--- src/design/tes_pkg.sv ---
`timescale 1ns / 1ps
package tes_pkg;

   localparam logic [1:0] OP_ELAPSED_US = 2'd0;
   localparam logic [1:0] OP_ELAPSED_MS = 2'd1;
   localparam logic [1:0] OP_STOPWATCH  = 2'd2;

   localparam logic [19:0] US_PER_SEC     = 20'd1000000;
   localparam logic [20:0] US_PER_TWO_SEC = 21'd2000000;
   localparam logic [5:0]  SEC_PER_MIN    = 6'd60;
   localparam logic [5:0]  MAX_DIGIT      = 6'd59;
   localparam logic [15:0] MAX_HOURS      = 16'hFFFF;

   // exact reciprocals: q = (x * RECIP) >> shift
   localparam logic [29:0] RECIP_US   = 30'd70368745;   // (p >> 6) / 15625, shift 40
   localparam logic [29:0] RECIP_MS   = 30'd549755814;  // (p >> 3) / 125, shift 36
   localparam logic [21:0] RECIP_60   = 22'd2236963;    // (t >> 2) / 15, shift 25
   localparam logic [19:0] RECIP_3600 = 20'd596524;     // (t >> 4) / 225, shift 27

   typedef struct packed {
      logic [1:0]  operation;
      logic [15:0] start_hours;
      logic [5:0]  start_minutes;
      logic [5:0]  start_seconds;
      logic [19:0] start_micros;
      logic [15:0] now_hours;
      logic [5:0]  now_minutes;
      logic [5:0]  now_seconds;
      logic [19:0] now_micros;
      logic [31:0] period;
   } tes_req_type;

   typedef struct packed {
      logic        expired;
      logic [15:0] diff_hours;
      logic [5:0]  diff_minutes;
      logic [5:0]  diff_seconds;
      logic [19:0] diff_micros;
      logic        before_start;
   } tes_rsp_type;

   typedef struct packed {
      logic [16:0] hours;
      logic [5:0]  minutes;
      logic [5:0]  seconds;
      logic [19:0] micros;
   } tes_time_type;

   typedef struct packed {
      logic        zero;
      logic        kzero;
      logic [22:0] secs;
      logic [22:0] tsec;
      logic [16:0] q60;
      logic [10:0] q3600;
      logic [19:0] micros;
      logic [5:0]  seconds;
      logic [5:0]  minutes;
      logic [16:0] hours;
   } tes_exp_type;

endpackage

--- src/design/timestamp_elapsed_and_stopwatch_top.sv ---
`timescale 1ns / 1ps
// Timestamp elapsed check and stopwatch.
// Input channel: a word on req_word is taken at a rising edge where start is high
// and busy is low. busy is high only while reset is held, so one word can be taken
// every cycle.
// Operations: elapsed check with the period in microseconds or in milliseconds
// (start plus period, carried through seconds, minutes and hours, then compared
// with the current time), and stopwatch (current minus start, split into hours,
// minutes, seconds and microseconds, saturating, flagged when current is earlier).
// Result channel: every word taken gives exactly one result word on rsp_word, shown
// with rsp_strobe for one cycle. The receiver cannot stall, so results are never
// held back.
// Pipeline: seven stages (input register, period split multiply,
// remainder, divide by 60, divide by 3600, minute carry and stopwatch subtract,
// compare and result register). Throughput is one word per cycle.
// Reset: synchronous, active high. It drops every word in flight, and no result
// appears for those words.
module timestamp_elapsed_and_stopwatch_top
   import tes_pkg::*;
(
   input  logic        clock,
   input  logic        reset,
   input  logic        start,
   output logic        busy,
   input  tes_req_type req_word,
   output logic        rsp_strobe,
   output tes_rsp_type rsp_word
);

   localparam int STAGES = 7;

   logic [STAGES-1:0] valid_ff;
   logic [STAGES-1:0] valid_in;
   tes_req_type       word_ff [0:5];
   tes_exp_type       ex_ff [1:5];
   tes_exp_type       ex_in [1:5];
   tes_time_type      nrm_start_ff, nrm_start_in;
   tes_time_type      nrm_now_ff, nrm_now_in;
   tes_rsp_type       sw_ff, sw_in;
   tes_rsp_type       rsp_ff, rsp_in;

   logic        is_ms1;
   logic [28:0] mul_a1;
   logic [29:0] mul_b1;
   logic [58:0] prod1;

   logic        is_ms2;
   logic [19:0] pus_lo2;
   logic [19:0] qm_lo2;
   logic [19:0] rem2;
   logic [20:0] tot2;
   logic [1:0]  extra2;

   logic [5:0]  sec_base3;
   logic [42:0] prod3;

   logic [38:0] prod4;
   logic [5:0]  sub60_4;
   logic [5:0]  sec_mod4;

   logic [5:0]  sub60_5;
   logic [5:0]  cm_lo5;
   logic [5:0]  min_base5;
   logic [6:0]  msum5;
   logic        wrap5;
   logic [10:0] ch5;
   logic [20:0] du5;
   logic [6:0]  ds5;
   logic [6:0]  dm5;
   logic [17:0] dh5;

   logic        ge6;

   function automatic tes_time_type norm_time(input logic [15:0] hours,
                                              input logic [5:0]  minutes,
                                              input logic [5:0]  seconds,
                                              input logic [19:0] micros);
      tes_time_type t;
      logic         c_us;
      logic [6:0]   s_sum;
      logic         c_s;
      logic [6:0]   m_sum;
      logic         c_m;
      c_us     = (micros >= US_PER_SEC);
      t.micros = c_us ? 20'(micros - US_PER_SEC) : micros;
      s_sum     = {1'b0, seconds} + {6'd0, c_us};
      c_s       = (s_sum >= {1'b0, SEC_PER_MIN});
      t.seconds = c_s ? 6'(s_sum - {1'b0, SEC_PER_MIN}) : s_sum[5:0];
      m_sum     = {1'b0, minutes} + {6'd0, c_s};
      c_m       = (m_sum >= {1'b0, SEC_PER_MIN});
      t.minutes = c_m ? 6'(m_sum - {1'b0, SEC_PER_MIN}) : m_sum[5:0];
      t.hours   = {1'b0, hours} + {16'd0, c_m};
      return t;
   endfunction

   assign busy     = reset;
   assign valid_in = {valid_ff[STAGES-2:0], start & ~busy};

   // split the period into whole seconds
   always_comb begin
      is_ms1    = (word_ff[0].operation == OP_ELAPSED_MS);
      mul_a1    = is_ms1 ? word_ff[0].period[31:3] : {3'b000, word_ff[0].period[31:6]};
      mul_b1    = is_ms1 ? RECIP_MS : RECIP_US;
      prod1     = mul_a1 * mul_b1;
      ex_in[1]  = '0;
      ex_in[1].zero = (word_ff[0].period == '0);
      ex_in[1].secs = is_ms1 ? prod1[58:36] : {10'd0, prod1[52:40]};
   end

   // sub-second remainder plus start microseconds
   always_comb begin
      is_ms2  = (word_ff[1].operation == OP_ELAPSED_MS);
      pus_lo2 = is_ms2 ? ({word_ff[1].period[9:0], 10'd0}
                          - {word_ff[1].period[15:0], 4'd0}
                          - {word_ff[1].period[16:0], 3'd0})
                       : word_ff[1].period[19:0];
      qm_lo2  = ex_ff[1].secs[19:0] * US_PER_SEC;
      rem2    = pus_lo2 - qm_lo2;
      tot2    = {1'b0, word_ff[1].start_micros} + {1'b0, rem2};
      ex_in[2] = ex_ff[1];
      if (tot2 >= US_PER_TWO_SEC) begin
         extra2 = 2'd2;
         ex_in[2].micros = 20'(tot2 - US_PER_TWO_SEC);
      end else if (tot2 >= {1'b0, US_PER_SEC}) begin
         extra2 = 2'd1;
         ex_in[2].micros = 20'(tot2 - {1'b0, US_PER_SEC});
      end else begin
         extra2 = 2'd0;
         ex_in[2].micros = tot2[19:0];
      end
      ex_in[2].secs = ex_ff[1].secs + {21'd0, extra2};
   end

   // carry seconds into minutes
   always_comb begin
      sec_base3 = (word_ff[2].start_seconds > MAX_DIGIT) ? MAX_DIGIT
                                                         : word_ff[2].start_seconds;
      ex_in[3]       = ex_ff[2];
      ex_in[3].kzero = (ex_ff[2].secs == '0);
      ex_in[3].tsec  = ex_ff[2].secs + {17'd0, sec_base3};
      prod3          = ex_in[3].tsec[22:2] * RECIP_60;
      ex_in[3].q60   = prod3[41:25];
   end

   // carries into hours, expiry seconds, stopwatch normalize
   always_comb begin
      prod4    = ex_ff[3].tsec[22:4] * RECIP_3600;
      sub60_4  = ex_ff[3].q60[5:0] * SEC_PER_MIN;
      sec_mod4 = ex_ff[3].tsec[5:0] - sub60_4;
      ex_in[4] = ex_ff[3];
      ex_in[4].q3600   = prod4[37:27];
      ex_in[4].seconds = ex_ff[3].kzero ? word_ff[3].start_seconds : sec_mod4;
      nrm_start_in = norm_time(word_ff[3].start_hours, word_ff[3].start_minutes,
                               word_ff[3].start_seconds, word_ff[3].start_micros);
      nrm_now_in   = norm_time(word_ff[3].now_hours, word_ff[3].now_minutes,
                               word_ff[3].now_seconds, word_ff[3].now_micros);
   end

   // expiry minutes and hours
   always_comb begin
      sub60_5   = ex_ff[4].q3600[5:0] * SEC_PER_MIN;
      cm_lo5    = ex_ff[4].q60[5:0] - sub60_5;
      min_base5 = (word_ff[4].start_minutes > MAX_DIGIT) ? MAX_DIGIT
                                                         : word_ff[4].start_minutes;
      msum5     = {1'b0, min_base5} + {1'b0, cm_lo5};
      wrap5     = (msum5 >= {1'b0, SEC_PER_MIN});
      ch5       = ex_ff[4].q3600 + {10'd0, wrap5};
      ex_in[5]  = ex_ff[4];
      if (ex_ff[4].q60 == '0) begin
         ex_in[5].minutes = word_ff[4].start_minutes;
      end else begin
         ex_in[5].minutes = wrap5 ? 6'(msum5 - {1'b0, SEC_PER_MIN}) : msum5[5:0];
      end
      ex_in[5].hours = {1'b0, word_ff[4].start_hours} + {6'd0, ch5};
   end

   // stopwatch subtract with borrows
   always_comb begin
      du5     = {1'b0, nrm_now_ff.micros} - {1'b0, nrm_start_ff.micros};
      ds5     = {1'b0, nrm_now_ff.seconds} - {1'b0, nrm_start_ff.seconds}
                - {6'd0, du5[20]};
      dm5     = {1'b0, nrm_now_ff.minutes} - {1'b0, nrm_start_ff.minutes}
                - {6'd0, ds5[6]};
      dh5     = {1'b0, nrm_now_ff.hours} - {1'b0, nrm_start_ff.hours}
                - {17'd0, dm5[6]};
      sw_in   = '0;
      if (dh5[17]) begin
         sw_in.before_start = 1'b1;
      end else if (dh5[16]) begin
         sw_in.diff_hours   = MAX_HOURS;
         sw_in.diff_minutes = MAX_DIGIT;
         sw_in.diff_seconds = MAX_DIGIT;
         sw_in.diff_micros  = US_PER_SEC - 20'd1;
      end else begin
         sw_in.diff_hours   = dh5[15:0];
         sw_in.diff_minutes = dm5[6] ? 6'(dm5[5:0] + SEC_PER_MIN) : dm5[5:0];
         sw_in.diff_seconds = ds5[6] ? 6'(ds5[5:0] + SEC_PER_MIN) : ds5[5:0];
         sw_in.diff_micros  = du5[20] ? 20'(du5[19:0] + US_PER_SEC) : du5[19:0];
      end
   end

   // compare and select
   always_comb begin
      ge6 = ({1'b0, word_ff[5].now_hours, word_ff[5].now_minutes,
              word_ff[5].now_seconds, word_ff[5].now_micros}
             >= {ex_ff[5].hours, ex_ff[5].minutes, ex_ff[5].seconds, ex_ff[5].micros});
      rsp_in = '0;
      case (word_ff[5].operation)
         OP_ELAPSED_US, OP_ELAPSED_MS: begin
            rsp_in.expired = ex_ff[5].zero | ge6;
         end
         OP_STOPWATCH: begin
            rsp_in = sw_ff;
         end
         default: begin
            rsp_in = '0;
         end
      endcase
   end

   always_ff @(posedge clock) begin
      if (reset) begin
         valid_ff <= '0;
      end else begin
         valid_ff <= valid_in;
      end
   end

   always_ff @(posedge clock) begin
      word_ff[0] <= req_word;
      for (int i = 1; i < 6; i++) begin
         word_ff[i] <= word_ff[i-1];
      end
      for (int j = 1; j < 6; j++) begin
         ex_ff[j] <= ex_in[j];
      end
      nrm_start_ff <= nrm_start_in;
      nrm_now_ff   <= nrm_now_in;
      sw_ff        <= sw_in;
      rsp_ff       <= rsp_in;
   end

   assign rsp_strobe = valid_ff[STAGES-1];
   assign rsp_word   = rsp_ff;

   a_strobe_from_accept: assert property (@(posedge clock) disable iff (reset)
      rsp_strobe |-> $past(start && !busy, STAGES))
      else $error("result strobe without a matching accepted word");

   a_digit_range: assert property (@(posedge clock) disable iff (reset)
      rsp_strobe |-> (rsp_word.diff_minutes < SEC_PER_MIN
                      && rsp_word.diff_seconds < SEC_PER_MIN
                      && rsp_word.diff_micros < US_PER_SEC))
      else $error("stopwatch digit out of range");

   a_before_start_clear: assert property (@(posedge clock) disable iff (reset)
      rsp_strobe && rsp_word.before_start |->
         (!rsp_word.expired && rsp_word.diff_hours == '0
          && rsp_word.diff_minutes == '0 && rsp_word.diff_seconds == '0
          && rsp_word.diff_micros == '0))
      else $error("before_start result carries a nonzero field");

   a_expiry_seconds: assert property (@(posedge clock) disable iff (reset)
      valid_ff[4] && !ex_ff[4].kzero |-> ex_ff[4].seconds < SEC_PER_MIN)
      else $error("expiry seconds out of range after carry");

endmodule

--- config.mk ---
export PLATFORM = sky130hd
export DESIGN_NAME = timestamp_elapsed_and_stopwatch_top
export DESIGN_NICKNAME = d
export VERILOG_FILES = /design/src/design/tes_pkg.sv /design/src/design/timestamp_elapsed_and_stopwatch_top.sv
export SDC_FILE = /design/constraint.sdc
export NUM_CORES = 2
export LEC_CHECK = 0
export ABC_AREA = 1
export BUFFER_PORTS_ARGS = -buffer_cell sky130_fd_sc_hd__buf_2
export CORE_MARGIN = 3
export CORE_UTILIZATION = 45
export CTS_CLUSTER_SIZE = 25
export DETAILED_ROUTE_END_ITERATION = 7
export GPL_TIMING_DRIVEN = 0
export PLACE_DENSITY = 0.59
export SLEW_MARGIN = 10
export SYNTH_ARGS = -nofsm -noshare
export SYNTH_HDL_FRONTEND = slang
export SYNTH_SLANG_ARGS = --single-unit
--- constraint.sdc ---
create_clock -name clock -period 10.3 [get_ports clock]
set_input_delay 0.515 -clock clock [delete_from_list [all_inputs] [get_ports clock]]
set_output_delay 0.515 -clock clock [all_outputs]
set_load 0.1 [all_outputs]
# Word level (Yosys, flattened, before mapping)
# Memory sizes are Yosys's and may differ from the RTL's.
# Cells that the tools add are included.
# word_totals
regBits	204
mem_bits_rw	1405
output_inout_bits	52
wordCells	116
mem_count	2
# memory_table
name	depth	width	rd	rd_ports_with_merged_regs	write_ports	line	rtl
word_ff	6	130	6	0	6	timestamp_elapsed_and_stopwatch_top.sv:34	tes_req_type word_ff [0:5];
ex_ff	5	125	5	0	5	timestamp_elapsed_and_stopwatch_top.sv:35	tes_exp_type ex_ff [1:5];
# op_classes
n_addsub	36
multipliers	6
n_lt_le_gt_ge	12
eq_ne	4
n_mux	24
n_bitwise	3
reduce_logical	6
# op_table
cell	count
two-way mux 20 bit	6
subtractor 20 bit (second input constant)	4
two-way mux 6 bit	11
subtractor 20 bit	3
multiplier 29 x 30 -> 59 bit	1
greater-or-equal comparator 48 x 49 -> 1 bit	1
two-way mux 48 bit	1
multiplier 21 x 22 -> 42 bit (second input constant)	1
greater-or-equal comparator 20 bit (second input constant)	2
multiplier 19 x 18 -> 36 bit (second input constant)	1
greater-or-equal comparator 7 x 6 -> 1 bit (second input constant)	5
adder 16 x 1 -> 17 bit	2
zero test 32 bit	1
two-way mux 30 bit	1
subtractor 6 bit (second input constant)	5
two-way mux 29 bit	1
adder 6 x 1 -> 7 bit	4
adder 23 x 2 -> 23 bit	1
adder 23 x 6 -> 23 bit	1
zero test 23 bit	1
two-way mux 23 bit	1
adder 20 x 20 -> 21 bit	1
greater-or-equal comparator 21 x 20 -> 1 bit (second input constant)	1
greater-or-equal comparator 21 bit (second input constant)	1
other kinds (24)	34

# Logic depth before layout (Yosys ltp)
# An unclocked memory read counts as a cell.
# depth
depth_word	10
mapped_depth	51
depth_no_buf	50

# Worst setup path before layout
# No wires, ideal clock.
# synth_timing
kind	register -> register
startpoint	reg nrm_now_ff[0] (netlist bit)
endpoint	reg sw_ff[25] (netlist bit)
setup_time_ns	0.109
arrival_ns	7.380
setup_slack_ns	2.811
path_stages_with_launch	45
n_path_buf	1
synth_period_minus_slack_ns	7.489
path_cell_list	dfxtp_1 inv_1 ha_1 fa_1 inv_1 nand3_1 nand3_1 nand3_1 nand3_1 clkinv_1 fa_1 fa_1 nand2_1 a21o_1 a21oi_1 nor2_1 nor2_1 xor2_1 [9 not listed] ha_1 or2_2 fa_1 nor2_1 nor2_1 nor2_1 nor2_1 nor2_1 o21ai_1 nand3_1 nand2_1 nand2_1 nand2_1 inv_1 buf_2 nand2_1 nand2_1 inv_1
# synth_between
elab_chain_len	5
elab_cells_between_ends	7
classes_between	add/sub: 5; mux: 2
# synth_rtl
item	line	rtl
start, declared	timestamp_elapsed_and_stopwatch_top.sv:38	tes_time_type nrm_now_ff, nrm_now_in;
start signal, assigned	timestamp_elapsed_and_stopwatch_top.sv:238	nrm_now_ff <= nrm_now_in;
subtractor 20 x 20 -> 21 bit (*)	timestamp_elapsed_and_stopwatch_top.sv:179	du5 = {1'b0, nrm_now_ff.micros} - {1'b0, nrm_start_ff.micros};
subtractor 7 x 1 -> 7 bit (*)	timestamp_elapsed_and_stopwatch_top.sv:181	- {6'd0, du5[20]};
subtractor 7 x 1 -> 7 bit or adder 6 bit (tied branches)	timestamp_elapsed_and_stopwatch_top.sv:183, timestamp_elapsed_and_stopwatch_top.sv:197	
subtractor 18 x 1 -> 18 bit or two-way mux 6 bit (tied branches)	timestamp_elapsed_and_stopwatch_top.sv:185, timestamp_elapsed_and_stopwatch_top.sv:197	
two-way mux 48 bit	timestamp_elapsed_and_stopwatch_top.sv:189	end else if (dh5[16]) begin
end signal, assigned	timestamp_elapsed_and_stopwatch_top.sv:239	sw_ff <= sw_in;
end, declared	timestamp_elapsed_and_stopwatch_top.sv:39	tes_rsp_type sw_ff, sw_in;
# Mark *: on every way between the ends. The rest lies on a longest branch, timed or not.
# A chain may end at the register's enable or synchronous reset.

==> summary.md <==
| Metric | Value |
|---|---|
| Status | `finished clean` |
| Max frequency | `102 MHz` |
| H-tree depth | `3` |
| Worst min path class | `input port to flip-flop` |
| Synth Area per Inst | `approximately 9.2 um^2` |
| Critical path capture point type | `flip-flop` |
| Setup violators final | `0` |
| Max incr delay on CP | `0.85 ns` |
| Area grow syn2layout | `12.6%` |
| CP Launch Type | `flip-flop` |
| Multi-input gate area | `39000 um^2` |
| First-pass GRT wire length | `262000 um` |
| Largest net degree at the start of global routing | `17` |
| Critical path class | `flip-flop to flip-flop` |
| Unique masters post-synth | `63` |
| Post-CTS sizing | `0` |
| Clock sinks | `about 1000` |
| Vias per cell | `about 4.8` |
| FP Rows | `~140` |
| Highest Signal Layer | `met4` |
| Count of port buffers added during placement | `roughly 180` |
| Core Box Area | `143000 um^2` |
| Max_slew headroom | `0.162` |
| Die Height | `~390 um` |
| CP endpoint | `ex_ff[0][225]` |
| Layout cells sized above 1 | `0.0575` |
| Minimum clock period | `around 9.9 ns` |
| CP Buf/Inv Count | `8` |
| Worst-skew pair later-pin latency | `0.69 ns` |
| Post-synthesis async set-or-reset flop share | `0` |
| CTS tree | `yes` |
| Mapped cell area | `65100 um^2` |
| Post-synth top area share | `0.307` |
| RSZ-0062 raised after global routing | `no` |
| Top delay family on crit path | `adder cells` |
| CTS buffer count | `between 90 and 100` |
| Post-layout instance area | `73300 um^2` |
| Flops & latches, synth | `between 900 and 1000` |
| Leading area contributor after synthesis | `dfxtp_1` |
| Synth Instances | `slightly above 7000` |
| Worst endpoint data arrival time | `approximately 10 ns` |
| Routed WL per cell | `about 18 um` |
| Initial antenna violation count | `1` |
| Crit-path max FO | `10` |
| R2R Path Start | `word_ff[0][128]` |
| Post-synthesis sequential area ratio | `0.307` |
| Post-Route M1 WL | `75500 um` |
| Setup_tns | `0 ns` |
| Grt total ovfl | `0` |
| Routed via count | `~46000` |
| Vias in the first global route | `47498` |
| Antenna-violating nets left | `0` |
| Post-synth EDFFs | `0` |
| Slew @ Worst Pin | `1.25 ns` |
| DR WL met3 | `6740 um` |
| Register area | `around 20000 um^2` |
| Ys Warns | `0` |
| Post-synth top flop | `dfxtp_1` |
| Worst setup startpoint | `word_ff[0][128]` |
| Root buf cell | `clkbuf_16` |
| Post-Route WL | `169000 um` |
| Clock Pin Slew Worst Setup and Hold Paths | `0.06 ns` |
| CP max-delay cell | `clkbuf_1` |
| RR Endpoint | `ex_ff[0][225]` |
| Met2 WL | `80700 um` |
| RD Place Congestion | `between 0.9 and 1` |
| Clock Tree Buf Depth | `3` |
| Area contributors post-synth | `dfxtp_1 (31%), fa_1 (20%), ha_1 (18%)` |
| Tcrit/Tclk final | `0.956` |
| Fill count | `13423` |
| CP dominant cell by count | `fa_1` |
| Full die area | `149000 um^2` |
| Remaining DRCs | `0` |
| DP Area | `68600 um^2` |
| Reg2Reg Depth | `30` |
| Initial Utilization | `0.456` |
| DRT Pass-1 Iters | `5` |
| Nets@finish | `9215` |
| Tot GR Track Use | `0.229` |
| Initial DRC count | `2282` |
| Final-report hold violation count | `0` |
| Worst path required time | `10.75 ns` |
| I/O pins | `185` |
| Post-DP HPWL | `144000 um` |
| Floorplan die width | `386 um` |
| Final Skew | `0.0803 ns` |
| Max-Cap Viols | `0` |
| Fin. max-slew vios | `0` |
| Flop2flop setup slack | `0.45 ns` |
| Crit path depth | `30` |
per-layer routing:
| metal | vias up | track usage |
|---|---|---|
| met2 | 932 | 0.396 |
| met3 | 262 | 0.0268 |
| met5 | - | 0 |
| met4 | 0 | 0.0735 |
| met1 | 21711 | 0.297 |
| li1 | 22828 | - |
worst min-delay path by stage:
stage                         from         endpoint  cells past startpoint
finish               req_word[100]  word_ff[0][100]                      1
floorplan            ex_ff[0][249]    ex_ff[0][374]                      0
detailed placement   ex_ff[0][414]    ex_ff[0][539]                      0
global route          req_word[60]   word_ff[0][60]                      1
CTS                   req_word[56]   word_ff[0][56]                      1
global placement    word_ff[2][70]   word_ff[3][70]                      0
area by class of cell:
class                   count  share of cell area
diodes                      1           0.0000342
plain buffers              64             0.00374
clock buffers             123              0.0364
clock inverters            57              0.0109
inverters                1610              0.0825
multi-input cells        4428               0.532
flip-flops and latches    999               0.273
well taps                1890              0.0323
repair buffers            308              0.0295
logic make-up after synthesis:
family	synth area share
multiplexers	0.000519
flip-flops	0.307
AND/OR/NAND/NOR	0.123
buffers and inverters	0.0971
XOR/XNOR	0.0392
adder cells (fa/ha/maj)	0.377
AO/OA/AOI/OAI	0.0554
other	0.000115
registers in the layout, summed over array words and instances, names as in the netlist:
| name | flops |
|---|---|
| ex_ff | 235 |
| nrm_now_ff | 49 |
| nrm_start_ff | 49 |
| rsp_word | 50 |
| sw_ff | 49 |
| valid_ff | 7 |
| word_ff | 560 |
cells in the mapped netlist (all sizes together), types with 10 or more instances:
cell and number:
nor2 483, xor2 208, dfxtp 999, fa 648, nand3b 27, o21ai 204
nand2 906, xnor2 83, or2 24, o31ai 21, o21a 10, nand3 195
ha 925, a21o 24, clkbuf 49, a21oi 301, nand4 87, a31oi 29
nor4 48, o21bai 21, inv 1608, buf 15, nor3 65
through the flow:
stage	std cells	util	worst slack, ns	hold slack (ns)
after global placement	9175	0.481	0.726	0.310
final	9480	0.514	0.450	0.0670
after detailed placement	9176	0.481	0.670	0.312
after global routing	9479	0.514	0.157	0.00609
after floorplan	7101	-	2.81	0.310
after CTS	9479	0.514	0.590	0.00453
layout by cell type, fill, tap and decap left out, drive strengths merged, types with 6 or more instances in the layout:
| cell type | n |
|---|---|
| o31ai | 21 |
| a211oi | 7 |
| a21o | 24 |
| o21ai | 204 |
| clkinvlp | 8 |
| xor2 | 208 |
| ha | 925 |
| clkinv | 27 |
| nor2 | 483 |
| nor3b | 7 |
| xnor2 | 83 |
| nor4 | 48 |
| nand3 | 195 |
| o21bai | 21 |
| bufinv | 13 |
| buf | 200 |
| nand4 | 87 |
| clkbuf | 172 |
| conb | 54 |
| a31oi | 29 |
| inv | 1619 |
| dlygate4sd3 | 123 |
| nor3 | 65 |
| a21boi | 7 |
| or2 | 24 |
| o211ai | 6 |
| fa | 648 |
| o21a | 10 |
| dfxtp | 999 |
| and3 | 6 |
| nand3b | 27 |
| nand2 | 906 |
| a21oi | 301 |
timing repair:
item,4_1_cts,5_1_grt
endpoints found under the hold margin,123,0
hold buffers,123,0
buffers inserted,0,0
worst register-to-register path: cells and delay by family (launching register included):
| kind | cells | cell delay, ns |
|---|---|---|
| AOI/OAI and AO/OA | 4 | 0.78 |
| adders and majority gates | 9 | 4.45 |
| and+or+nand+nor | 9 | 1.57 |
| buffers and inverters | 8 | 2.42 |
| DFF | 1 | 0.40 |
Power is left out: the tool's default activity adds up to more than one toggle a clock period on the data nets, which glitch-free logic cannot reach.
